===== config.mk =====
export PLATFORM = sky130hd
export DESIGN_NAME = datagram_crc32c_check_and_ack_unit
export DESIGN_NICKNAME = d
export VERILOG_FILES = /design/src/rtl/dcca_pkg.sv /design/src/rtl/datagram_crc32c_check_and_ack_unit.sv /design/src/rtl/dcca_crc_byte.sv /design/src/rtl/dcca_rx_state.sv /design/src/rtl/dcca_verdict.sv
export SDC_FILE = /design/constraint.sdc
export NUM_CORES = 1
export LEC_CHECK = 0
export BUFFER_PORTS_ARGS = -buffer_cell sky130_fd_sc_hd__clkbuf_2
export CORE_AREA = 2 2 206 168
export DETAILED_ROUTE_END_ITERATION = 10
export DIE_AREA = 0 0 208 170
export PLACE_DENSITY = 0.9
export SLEW_MARGIN = 20
export SYNTH_ARGS = -nofsm -noshare
export SYNTH_HDL_FRONTEND = slang
export SYNTH_SLANG_ARGS = --single-unit

===== constraint.sdc =====
create_clock -name clk -period 6.2 [get_ports clk]
set_clock_uncertainty 0.2 [all_clocks]
set_input_delay 1.24 -clock clk [delete_from_list [all_inputs] [get_ports clk]]
set_output_delay 1.24 -clock clk [all_outputs]
set_load 0.01 [all_outputs]

===== src/rtl/dcca_pkg.sv =====
// ----------------------------------------------------------------------------
// dcca_pkg
// shared types and constants for the datagram crc32c check and ack unit
// ----------------------------------------------------------------------------
package dcca_pkg;

	localparam int          MAX_DATAGRAM_BYTES_DEF = 2048;
	localparam int          HEADER_BYTES           = 16;
	localparam logic [31:0] CRC_POLY               = 32'h82F6_3B78;
	localparam logic [31:0] ACK_FLAG               = 32'h8000_0000;
	localparam logic [31:0] NOACK_FLAG             = 32'h4000_0000;
	localparam int          OUT_TDATA_W            = 168;

	// verdict codes
	typedef enum logic [2:0] {
		ST_SHORT      = 3'd0,
		ST_TRUNC      = 3'd1,
		ST_CRC_BAD    = 3'd2,
		ST_ACK_RCVD   = 3'd3,
		ST_ACK_NEEDED = 3'd4,
		ST_NOACK      = 3'd5
	} status_t;

	// datagram state as it stands after the final byte
	typedef struct packed {
		logic        is_short;
		logic        is_trunc;
		logic        crc_ok;
		logic [31:0] pid;
		logic [31:0] sid;
		logic [31:0] size;
		logic [31:0] reply_crc;
	} snap_t;

endpackage


===== src/rtl/datagram_crc32c_check_and_ack_unit.sv =====
// ----------------------------------------------------------------------------
// datagram_crc32c_check_and_ack_unit
// byte-stream datagram crc-32c check with acknowledgement verdict
// ----------------------------------------------------------------------------
// a final byte is registered at input, then its verdict in the result register
// throughput: 1 byte per cycle; the crc byte step and header capture fit one stage
// a final byte waits in the input register only while a previous verdict is untaken
// reset: arst_n clears input valid, result valid, byte count and crc presets
// after each final byte all datagram state returns to its reset value
// ----------------------------------------------------------------------------
module datagram_crc32c_check_and_ack_unit
	import dcca_pkg::*;
#(
	parameter int MAX_DATAGRAM_BYTES = MAX_DATAGRAM_BYTES_DEF
) (
	input  logic                   clk,
	input  logic                   arst_n,
	input  logic                   s_axis_tvalid,
	output logic                   s_axis_tready,
	input  logic [7:0]             s_axis_tdata,   // data_byte
	input  logic                   s_axis_tlast,   // last
	output logic                   m_axis_tvalid,
	input  logic                   m_axis_tready,
	// status[2:0], pkt_id[34:3], seq_id[66:35], declared_size[98:67],
	// ack_pkt_id[130:99], ack_checksum[162:131], zero fill above
	output logic [OUT_TDATA_W-1:0] m_axis_tdata
);

	// input register
	logic       valid_s1;
	logic [7:0] byte_s1;
	logic       last_s1;

	logic       out_free;
	logic       step;
	logic       in_xfer;
	snap_t      snap;

	status_t     status;
	logic [31:0] pkt_id, seq_id, declared_size, ack_pkt_id, ack_checksum;

	// result slot is free when empty or being drained this cycle
	assign out_free = !m_axis_tvalid || m_axis_tready;

	// plain bytes always advance; a final byte needs the result slot
	assign step          = valid_s1 && (!last_s1 || out_free);
	assign s_axis_tready = !valid_s1 || step;
	assign in_xfer       = s_axis_tvalid && s_axis_tready;

	always_ff @(posedge clk or negedge arst_n) begin
		if (!arst_n) begin
			valid_s1 <= 1'b0;
		end else if (in_xfer) begin
			valid_s1 <= 1'b1;
		end else if (step) begin
			valid_s1 <= 1'b0;
		end
	end

	always_ff @(posedge clk) begin
		if (in_xfer) begin
			byte_s1 <= s_axis_tdata;
			last_s1 <= s_axis_tlast;
		end
	end

	// header capture and crc accumulation
	dcca_rx_state #(
		.MAX_DATAGRAM_BYTES (MAX_DATAGRAM_BYTES)
	) u_rx_state (
		.clk       (clk),
		.arst_n    (arst_n),
		.step      (step),
		.data_byte (byte_s1),
		.last      (last_s1),
		.snap      (snap)
	);

	// verdict and result register
	dcca_verdict u_verdict (
		.clk           (clk),
		.arst_n        (arst_n),
		.load          (step && last_s1),
		.snap          (snap),
		.out_ready     (m_axis_tready),
		.out_valid     (m_axis_tvalid),
		.status        (status),
		.pkt_id        (pkt_id),
		.seq_id        (seq_id),
		.declared_size (declared_size),
		.ack_pkt_id    (ack_pkt_id),
		.ack_checksum  (ack_checksum)
	);

	assign m_axis_tdata = {5'b0, ack_checksum, ack_pkt_id, declared_size,
	                       seq_id, pkt_id, status};

	a_last_waits: assert property (@(posedge clk) disable iff (!arst_n)
		valid_s1 && last_s1 && m_axis_tvalid && !m_axis_tready |=> valid_s1 && last_s1)
		else $error("final byte lost while result stalled");

endmodule


===== src/rtl/dcca_crc_byte.sv =====
// ----------------------------------------------------------------------------
// dcca_crc_byte
// one byte of reflected crc-32c, unrolled over eight bit steps
// ----------------------------------------------------------------------------
module dcca_crc_byte
	import dcca_pkg::*;
(
	input  logic [31:0] crc_in,
	input  logic [7:0]  data_byte,
	output logic [31:0] crc_out
);

	always_comb begin
		logic [31:0] r;
		r = crc_in ^ {24'h0, data_byte};
		for (int k = 0; k < 8; k++) begin
			r = r[0] ? ((r >> 1) ^ CRC_POLY) : (r >> 1);
		end
		crc_out = r;
	end

endmodule


===== src/rtl/dcca_rx_state.sv =====
// ----------------------------------------------------------------------------
// dcca_rx_state
// byte counter, header capture and the two crc registers
// ----------------------------------------------------------------------------
module dcca_rx_state
	import dcca_pkg::*;
#(
	parameter int MAX_DATAGRAM_BYTES = MAX_DATAGRAM_BYTES_DEF
) (
	input  logic       clk,
	input  logic       arst_n,
	input  logic       step,
	input  logic [7:0] data_byte,
	input  logic       last,
	output snap_t      snap
);

	localparam int CW = $clog2(MAX_DATAGRAM_BYTES + 1);

	logic [CW-1:0] count_q, count_n;
	logic [31:0]   hdr_q [4];
	logic [31:0]   hdr_n [4];
	logic [31:0]   crc_q, crc_n, crc_fed;
	logic [31:0]   reply_q, reply_n, reply_fed;
	logic [7:0]    reply_byte;
	logic [1:0]    idx;
	logic          in_buf, in_hdr, in_payload, feed_crc, feed_reply;

	assign in_buf     = count_q < CW'(MAX_DATAGRAM_BYTES);
	assign in_hdr     = count_q < CW'(HEADER_BYTES);
	assign idx        = count_q[3:2];
	assign in_payload = (32'(count_q) - 32'(HEADER_BYTES)) < hdr_q[3];

	// header bytes 8-11 carry the checksum word and are skipped
	assign feed_crc = in_buf && (in_hdr ? (count_q < CW'(8) || count_q >= CW'(12))
	                                    : in_payload);

	// reply crc: reply bytes 0-7, then the four zero bytes while bytes 8-11 pass
	assign feed_reply = in_buf && (count_q < CW'(12));
	always_comb begin
		if (count_q == '0) begin
			reply_byte = data_byte | 8'h80;
		end else if (count_q < CW'(8)) begin
			reply_byte = data_byte;
		end else begin
			reply_byte = 8'h00;
		end
	end

	dcca_crc_byte u_crc_main (
		.crc_in    (crc_q),
		.data_byte (data_byte),
		.crc_out   (crc_fed)
	);

	dcca_crc_byte u_crc_reply (
		.crc_in    (reply_q),
		.data_byte (reply_byte),
		.crc_out   (reply_fed)
	);

	always_comb begin
		for (int i = 0; i < 4; i++) begin
			hdr_n[i] = hdr_q[i];
		end
		if (in_buf && in_hdr) begin
			hdr_n[idx] = {hdr_q[idx][23:0], data_byte};
		end
		count_n = in_buf ? count_q + CW'(1) : count_q;
		crc_n   = feed_crc ? crc_fed : crc_q;
		reply_n = feed_reply ? reply_fed : reply_q;
	end

	// snapshot of the datagram including the byte now being taken
	always_comb begin
		snap.is_short  = count_n < CW'(HEADER_BYTES);
		snap.is_trunc  = (33'(HEADER_BYTES) + {1'b0, hdr_n[3]}) > 33'(count_n);
		snap.crc_ok    = (~crc_n) == hdr_n[2];
		snap.pid       = hdr_n[0];
		snap.sid       = hdr_n[1];
		snap.size      = hdr_n[3];
		snap.reply_crc = reply_n;
	end

	always_ff @(posedge clk or negedge arst_n) begin
		if (!arst_n) begin
			count_q <= '0;
			crc_q   <= '1;
			reply_q <= '1;
			for (int i = 0; i < 4; i++) begin
				hdr_q[i] <= '0;
			end
		end else if (step) begin
			if (last) begin
				count_q <= '0;
				crc_q   <= '1;
				reply_q <= '1;
				for (int i = 0; i < 4; i++) begin
					hdr_q[i] <= '0;
				end
			end else begin
				count_q <= count_n;
				crc_q   <= crc_n;
				reply_q <= reply_n;
				for (int i = 0; i < 4; i++) begin
					hdr_q[i] <= hdr_n[i];
				end
			end
		end
	end

	a_count_bound: assert property (@(posedge clk) disable iff (!arst_n)
		count_q <= CW'(MAX_DATAGRAM_BYTES))
		else $error("byte count beyond buffer size");

	a_clear_after_last: assert property (@(posedge clk) disable iff (!arst_n)
		step && last |=> count_q == '0 && crc_q == '1 && reply_q == '1)
		else $error("state not cleared after final byte");

endmodule


===== src/rtl/dcca_verdict.sv =====
// ----------------------------------------------------------------------------
// dcca_verdict
// verdict decode and result register
// ----------------------------------------------------------------------------
module dcca_verdict
	import dcca_pkg::*;
(
	input  logic        clk,
	input  logic        arst_n,
	input  logic        load,
	input  snap_t       snap,
	input  logic        out_ready,
	output logic        out_valid,
	output status_t     status,
	output logic [31:0] pkt_id,
	output logic [31:0] seq_id,
	output logic [31:0] declared_size,
	output logic [31:0] ack_pkt_id,
	output logic [31:0] ack_checksum
);

	status_t status_d;

	always_comb begin
		if (snap.is_short) begin
			status_d = ST_SHORT;
		end else if (snap.is_trunc) begin
			status_d = ST_TRUNC;
		end else if (!snap.crc_ok) begin
			status_d = ST_CRC_BAD;
		end else if ((snap.pid & ACK_FLAG) != '0) begin
			status_d = ST_ACK_RCVD;
		end else if ((snap.pid & NOACK_FLAG) == '0) begin
			status_d = ST_ACK_NEEDED;
		end else begin
			status_d = ST_NOACK;
		end
	end

	always_ff @(posedge clk or negedge arst_n) begin
		if (!arst_n) begin
			out_valid <= 1'b0;
		end else if (load) begin
			out_valid <= 1'b1;
		end else if (out_ready) begin
			out_valid <= 1'b0;
		end
	end

	always_ff @(posedge clk) begin
		if (load) begin
			status <= status_d;
			if (snap.is_short) begin
				pkt_id        <= '0;
				seq_id        <= '0;
				declared_size <= '0;
				ack_pkt_id    <= '0;
				ack_checksum  <= '0;
			end else begin
				pkt_id        <= snap.pid;
				seq_id        <= snap.sid;
				declared_size <= snap.size;
				ack_pkt_id    <= snap.pid | ACK_FLAG;
				ack_checksum  <= ~snap.reply_crc;
			end
		end
	end

	a_short_zero: assert property (@(posedge clk) disable iff (!arst_n)
		out_valid && status == ST_SHORT |-> pkt_id == '0 && ack_checksum == '0)
		else $error("short verdict with nonzero fields");

	a_ack_flag: assert property (@(posedge clk) disable iff (!arst_n)
		out_valid && status != ST_SHORT |-> ack_pkt_id[31])
		else $error("reply id without ack flag");

endmodule


# Word level (Yosys, flattened, before mapping)
# Index checks and enable logic that the tools add are counted.
# op_classes
add_sub_neg	3
order_cmp	10
eq_ne	1
mux	42
bitwise_logic	22
n_reduce_logical	20
# ops
op	count
$mux 32	22
$not 16->17	16
$mux 128	2
$bwmux 128	1
$bmux 32 s2	1
$demux 32 s2	1
$not 32->32	2
$xor 32x8->32	2
$mux 24	2
$add 5x32->33 const A	1
$gt 33x12->1	1
$eq 32x32->1	1
$logic_not 32->1	1
$lt 32x32->1	1
$lt 12x4->1 const B	2
$lt 12x5->1 const B	2
$mux 12	2
$mux 8	2
$sub 12x5->13 const B	1
$add 12x1->12 const B	1
$ge 12x4->1 const B	1
$logic_not 12->1	1
$lt 12x12->1 const B	1
$logic_and 1x1->1	7
other kinds (11)	24
# totals
reg_bits	378
in_bits	13
output_inout_bits	170
word_cells	118

# Logic depth before layout (Yosys ltp)
# logic_depth
depth_word	22
mapped_depth	27
ltp_nobuf	23

# Modules after synthesis
# Synthesis repeated with hierarchy kept, for this count alone.
# hier_totals
hier_cells	1856
hier_area_um2	20273.2
# modules_own_cells
module	instances	cells_per_inst	area_each_um2	seq_area_each_um2
dcca_rx_state	1	1362	12893.6	5185.0
dcca_verdict	1	315	5061.1	3988.8
dcca_crc_byte	2	78	962.2	0.0
datagram_crc32c_check_and_ack_unit	1	23	394.1	295.3

# Least setup slack after synthesis
# No wires, ideal clock.
# synth_timing
path_type	input to register
startpoint	in m_axis_tready
endpoint	reg u_verdict.ack_checksum[0] (enable)
setup_time_ns	0.485
t_arrival_ns	4.557
required_ns	5.515
path_slack_ns	0.958
cell_stages	6
n_path_buf	2
path_cell_list	or3_1 > and2_1 > clkbuf_1 > clkbuf_1 > nand2_1 > inv_1
# synth_between
elab_chain_cells	4
# synth_rtl
item	line	text
start: declaration	datagram_crc32c_check_and_ack_unit.sv:23	input logic m_axis_tready,
$logic_or 1x1->1	datagram_crc32c_check_and_ack_unit.sv:43	assign out_free = !m_axis_tvalid || m_axis_tready;
$logic_or 1x1->1	datagram_crc32c_check_and_ack_unit.sv:46	assign step = valid_s1 && (!last_s1 || out_free);
$logic_and 1x1->1	datagram_crc32c_check_and_ack_unit.sv:46	
$logic_and 1x1->1	datagram_crc32c_check_and_ack_unit.sv:83	.load (step && last_s1),
via u_verdict.load	dcca_verdict.sv:10	input logic load,
end signal: assignment	dcca_verdict.sv:64	ack_checksum <= ~snap.reply_crc;
end: declaration	dcca_verdict.sv:19	output logic [31:0] ack_checksum
# The timed path passes the listed nets, and every way through them passes these cells.
# A chain may end at the register's enable or synchronous reset.

==> qor.yml <==
place:
  place.gp.congestion: 1.01
  dp_hpwl_um: 42800
  buffer_ports.inserted: 177
  place_inst: 2413
  place_ws_ns: 1.16
final_layout:
  synthToLayoutAreaGrowth_pct: 10.8
  fill_cell_instance_count_of_the_final_layout: 2491
  mostFrequentLayoutCell: "sky130_fd_sc_hd__nand2_1"
  insertedDiodeCount: 0
  drive_gt1_share_pct: 19.9
  mostFrequentLayoutCells: "sky130_fd_sc_hd__nand2_1, sky130_fd_sc_hd__clkbuf_2, sky130_fd_sc_hd__nor2_1, sky130_fd_sc_hd__xnor2_1, sky130_fd_sc_hd__a21oi_1"
  utilization_pct: 65.8
  finish.cell_count_without_fillers: 2478
  design.final.nets: 2058
route:
  wl_um: 61200
  drt_pre_antenna_iters: 7
  drt_drc_violations_left: 0
  drt-vias-per-instance: 6.57
  wl_per_cell_um: 24.7
  detailedRoute.firstIterationViolations: 2286
  drtAntennaViolNets: 0
  total_via_count_in_the_routed_design: 16300
setup_path:
  reg2reg_depth: 23
  setup.reg_to_reg.worst_slack_ns: 1.03
  crit-reg2reg-capture: "u_verdict.status[0]$_SDFFCE_PP0P_"
  critPathCaptureType: "flip-flop"
  worstPathArrival_ns: 5.29
  endpoint_required_time_on_the_critical_path_ns: 6.32
  critical_path.startpoint_type: "flip-flop"
  timing.setup.critical_path_class: "reg2reg"
  worst_r2r_startpoint: "u_rx_state.count_q[11]$_DFFE_PN0P_"
  worstPathMaxFanout: 16
clocking:
  cts.hold.buffers_added: 0
  clk_root_buffer_cell: "sky130_fd_sc_hd__clkbuf_16"
  cts.repair_timing.setup_buffer_count: 0
  clkLatencyLatePin_ns: 0.56
  htreeDepth: 2
  cts.path.max_buffers: 3
  clock_tree_from_tritoncts: "built"
  cts_repair_resize_count: 0
  cts.sink_count: 347
  number_of_buffers_added_by_the_clock_tree_synthesis_step: 36
  cts.reportedPaths.clkPinSlew_ns: 0.07
global_route:
  globalRoute.totalOverflow: 0
  antenna_found_initial: 1
  grt_start_max_net_pins: 108
  first_pass_grt_wire_length_um: 93800
  number_of_global_route_vias_before_repair: 15500
  grt_util_all_layers_pct: 34.5
power_and_ir_drop:
  power_switching_share_pct: 41.8
  share_clk_of_total_power_pct: 20.8
  sequential_power_share_pct: 29.2
  pwr_density_cell_nw_per_um2: 494
  switching_power_summed_over_all_nets_uw: 4500
  cell_internal_pwr_uw: 6280
  cellLeakagePower_uw: 0.00866
  combinationalPowerShare_pct: 50.0
  vdd.ir_drop.worst_mv: 0.656
timing:
  fin_worst_hold_slack_ns: 0.282
  clock.fmax_ghz: 0.193
  timing.final.max_slew_violations: 0
  number_of_failing_hold_endpoints_at_the_final_stage: 0
  fin_ws_ns: 1.03
  grt_setup_unrepaired: "no"
  finalSetupTns_ns: 0
  worst_pin_slew_ns: 1.12
  report.final.setup_viol: 0
  timing.max_slew.rel_slack_pct: 25.0
  finalWorstPathRequiredPeriod_ns: 5.17
  finalCritPeriodShare_pct: 83.4
run:
  cap_viol_max_count: 0
floorplanning:
  die_h_um: 170
  placeable_core_region_um2: 33200
  die_width_um: 208
  boundaryPins: 183
  placementRows: 60
  die_area_um2: 35400
  start_util_pct: 59.4
synth:
  async_flop_share_pct: 59.4
  ys.warnings.count: 0
  number_of_synthesized_flops_with_an_enable_pin: 141
  postSynthRegisterBits: 347
  count_of_mapped_cells_out_of_synthesis: 1929
  synth_area_per_cell_um2: 10.2
  syn_area_um2: 19700
  synth_top_flop_cell: "sky130_fd_sc_hd__dfrtp_1"
  yosys.cell_types.count: 82
  synth.yosys.seq_area_share_pct: 48.1
hold_path:
  hold_end: "u_rx_state.hdr_q[120]$_DFFE_PN0P_"
  hold_path_depth: 2
  hold_class: "reg2reg"
  hold_path_startpoint: "u_rx_state.hdr_q[120]$_DFFE_PN0P_"
outcome:
  result_of_the_run: "finished, final reports clean"
==> kinds of logic after synthesis <==
kind of cell | after synthesis | synth area share, %
muxes | 83 | 5.80
and+or+nand+nor | 567 | 13.0
AOI/OAI and AO/OA | 471 | 15.7
buffers and inverters | 201 | 4.95
xor gates and xnor gates | 231 | 10.7
adders and majority gates | 28 | 1.78
other | 1 | 0.0190
DFF | 347 | 48.1
==> per-stage QoR <==
stage | total power, µW | instance area [µm²]
5_1_grt | 11300 | 21800
3_3_place_gp | 8260 | 20600
2_1_floorplan | 7110 | 19700
4_1_cts | 10700 | 21800
3_5_place_dp | 8380 | 20600
6_report | 10800 | 21800
==> synthesized netlist by cell type (28+ instances only) <==
cell type	n	share of area, %
sky130_fd_sc_hd__xnor2_1	151	6.7
sky130_fd_sc_hd__o21ai_0	86	2.2
sky130_fd_sc_hd__ha_1	28	1.8
sky130_fd_sc_hd__mux2i_1	45	2.3
sky130_fd_sc_hd__a211oi_1	32	1.2
sky130_fd_sc_hd__clkbuf_1	93	1.8
sky130_fd_sc_hd__edfxtp_1	141	21
sky130_fd_sc_hd__a22o_1	75	3.3
sky130_fd_sc_hd__dfstp_2	64	8.5
sky130_fd_sc_hd__inv_1	36	0.69
sky130_fd_sc_hd__nor2_1	161	3.1
sky130_fd_sc_hd__dfrtp_1	142	18
sky130_fd_sc_hd__a21oi_1	147	3.7
sky130_fd_sc_hd__xor2_1	71	3.2
sky130_fd_sc_hd__buf_4	40	1.5
sky130_fd_sc_hd__nand2_1	261	5.0
==> layout make-up <==
cell class / count / area, µm² / area share [%]
Sequential cell: 347 / 9470 / 43.4
Multi-Input combinational cell: 1385 / 9310 / 42.6
Timing Repair Buffer: 210 / 1170 / 5.35
Clock buffer: 46 / 968 / 4.44
Tap cell: 434 / 543 / 2.49
Clock inverter: 19 / 234 / 1.07
Inverter: 37 / 141 / 0.648
==> worst max-delay path: stages (launching register included) <==
cell	delay, ns
sky130_fd_sc_hd__dfrtp_1	0.55
sky130_fd_sc_hd__nor4_2	0.32
sky130_fd_sc_hd__buf_4	0.25
sky130_fd_sc_hd__nand3_1	0.25
sky130_fd_sc_hd__mux2i_1	0.18
sky130_fd_sc_hd__buf_4	0.18
sky130_fd_sc_hd__inv_1	0.05
sky130_fd_sc_hd__ha_1	0.20
sky130_fd_sc_hd__nand2_1	0.06
sky130_fd_sc_hd__nor4_1	0.26
sky130_fd_sc_hd__or2_2	0.21
sky130_fd_sc_hd__nand2_1	0.07
sky130_fd_sc_hd__xor2_1	0.18
sky130_fd_sc_hd__o21ai_0	0.24
sky130_fd_sc_hd__ha_1	0.30
sky130_fd_sc_hd__a21oi_1	0.21
sky130_fd_sc_hd__a21o_1	0.14
sky130_fd_sc_hd__nand2_1	0.05
sky130_fd_sc_hd__o41ai_1	0.07
sky130_fd_sc_hd__a21oi_1	0.10
sky130_fd_sc_hd__nor3_1	0.17
sky130_fd_sc_hd__and3_1	0.18
sky130_fd_sc_hd__nand4_1	0.25
sky130_fd_sc_hd__o21a_1	0.26
==> how the worst max path moves through the flow <==
stage	to	slack [ns]	start	depth (start not counted)
6_report	u_verdict.status[0]$_SDFFCE_PP0P_	1.03	u_rx_state.count_q[11]$_DFFE_PN0P_	23
5_1_grt	u_verdict.status[0]$_SDFFCE_PP0P_	0.75	u_rx_state.count_q[11]$_DFFE_PN0P_	23
4_1_cts	u_verdict.status[0]$_SDFFCE_PP0P_	1.14	u_rx_state.count_q[11]$_DFFE_PN0P_	23
3_5_place_dp	u_verdict.status[0]$_SDFFCE_PP0P_	1.16	u_rx_state.count_q[11]$_DFFE_PN0P_	23
3_3_place_gp	u_verdict.status[0]$_SDFFCE_PP0P_	1.30	u_rx_state.count_q[11]$_DFFE_PN0P_	22
2_1_floorplan	u_verdict.ack_checksum[0]$_SDFFCE_PP0P_	0.96	m_axis_tready	6
==> power groups by stage <==
stage	Clock [µW]	Sequential [µW]	Combinational [µW]
after detailed placement	0	3160	5220
after floorplan	0	3050	4060
final	2240	3150	5390
after global routing	2340	3170	5780
after CTS	2250	3130	5290
after global placement	0	3150	5110
==> per-layer routing <==
metal,global-route usage (%),vias up,part of all wire [%]
li1,-,7022,-
met1,49.4,7879,40
met2,50.5,1168,43
met3,9.28,212,13
met4,13.4,2,4.3
met5,0,-,0.021
==> registers in the layout, indices dropped and copies added, names as in the netlist <==
register	flops
u_rx_state.crc_q	32
u_verdict.declared_size	32
last_s1	1
u_verdict.out_valid	1
u_rx_state.reply_q	32
u_verdict.ack_pkt_id	31
u_verdict.ack_checksum	32
u_rx_state.hdr_q	128
byte_s1	8
u_verdict.seq_id	32
valid_s1	1
u_verdict.status	3
u_rx_state.count_q	12
u_verdict.pkt_id	2
Power figures use the tool's default switching activity.
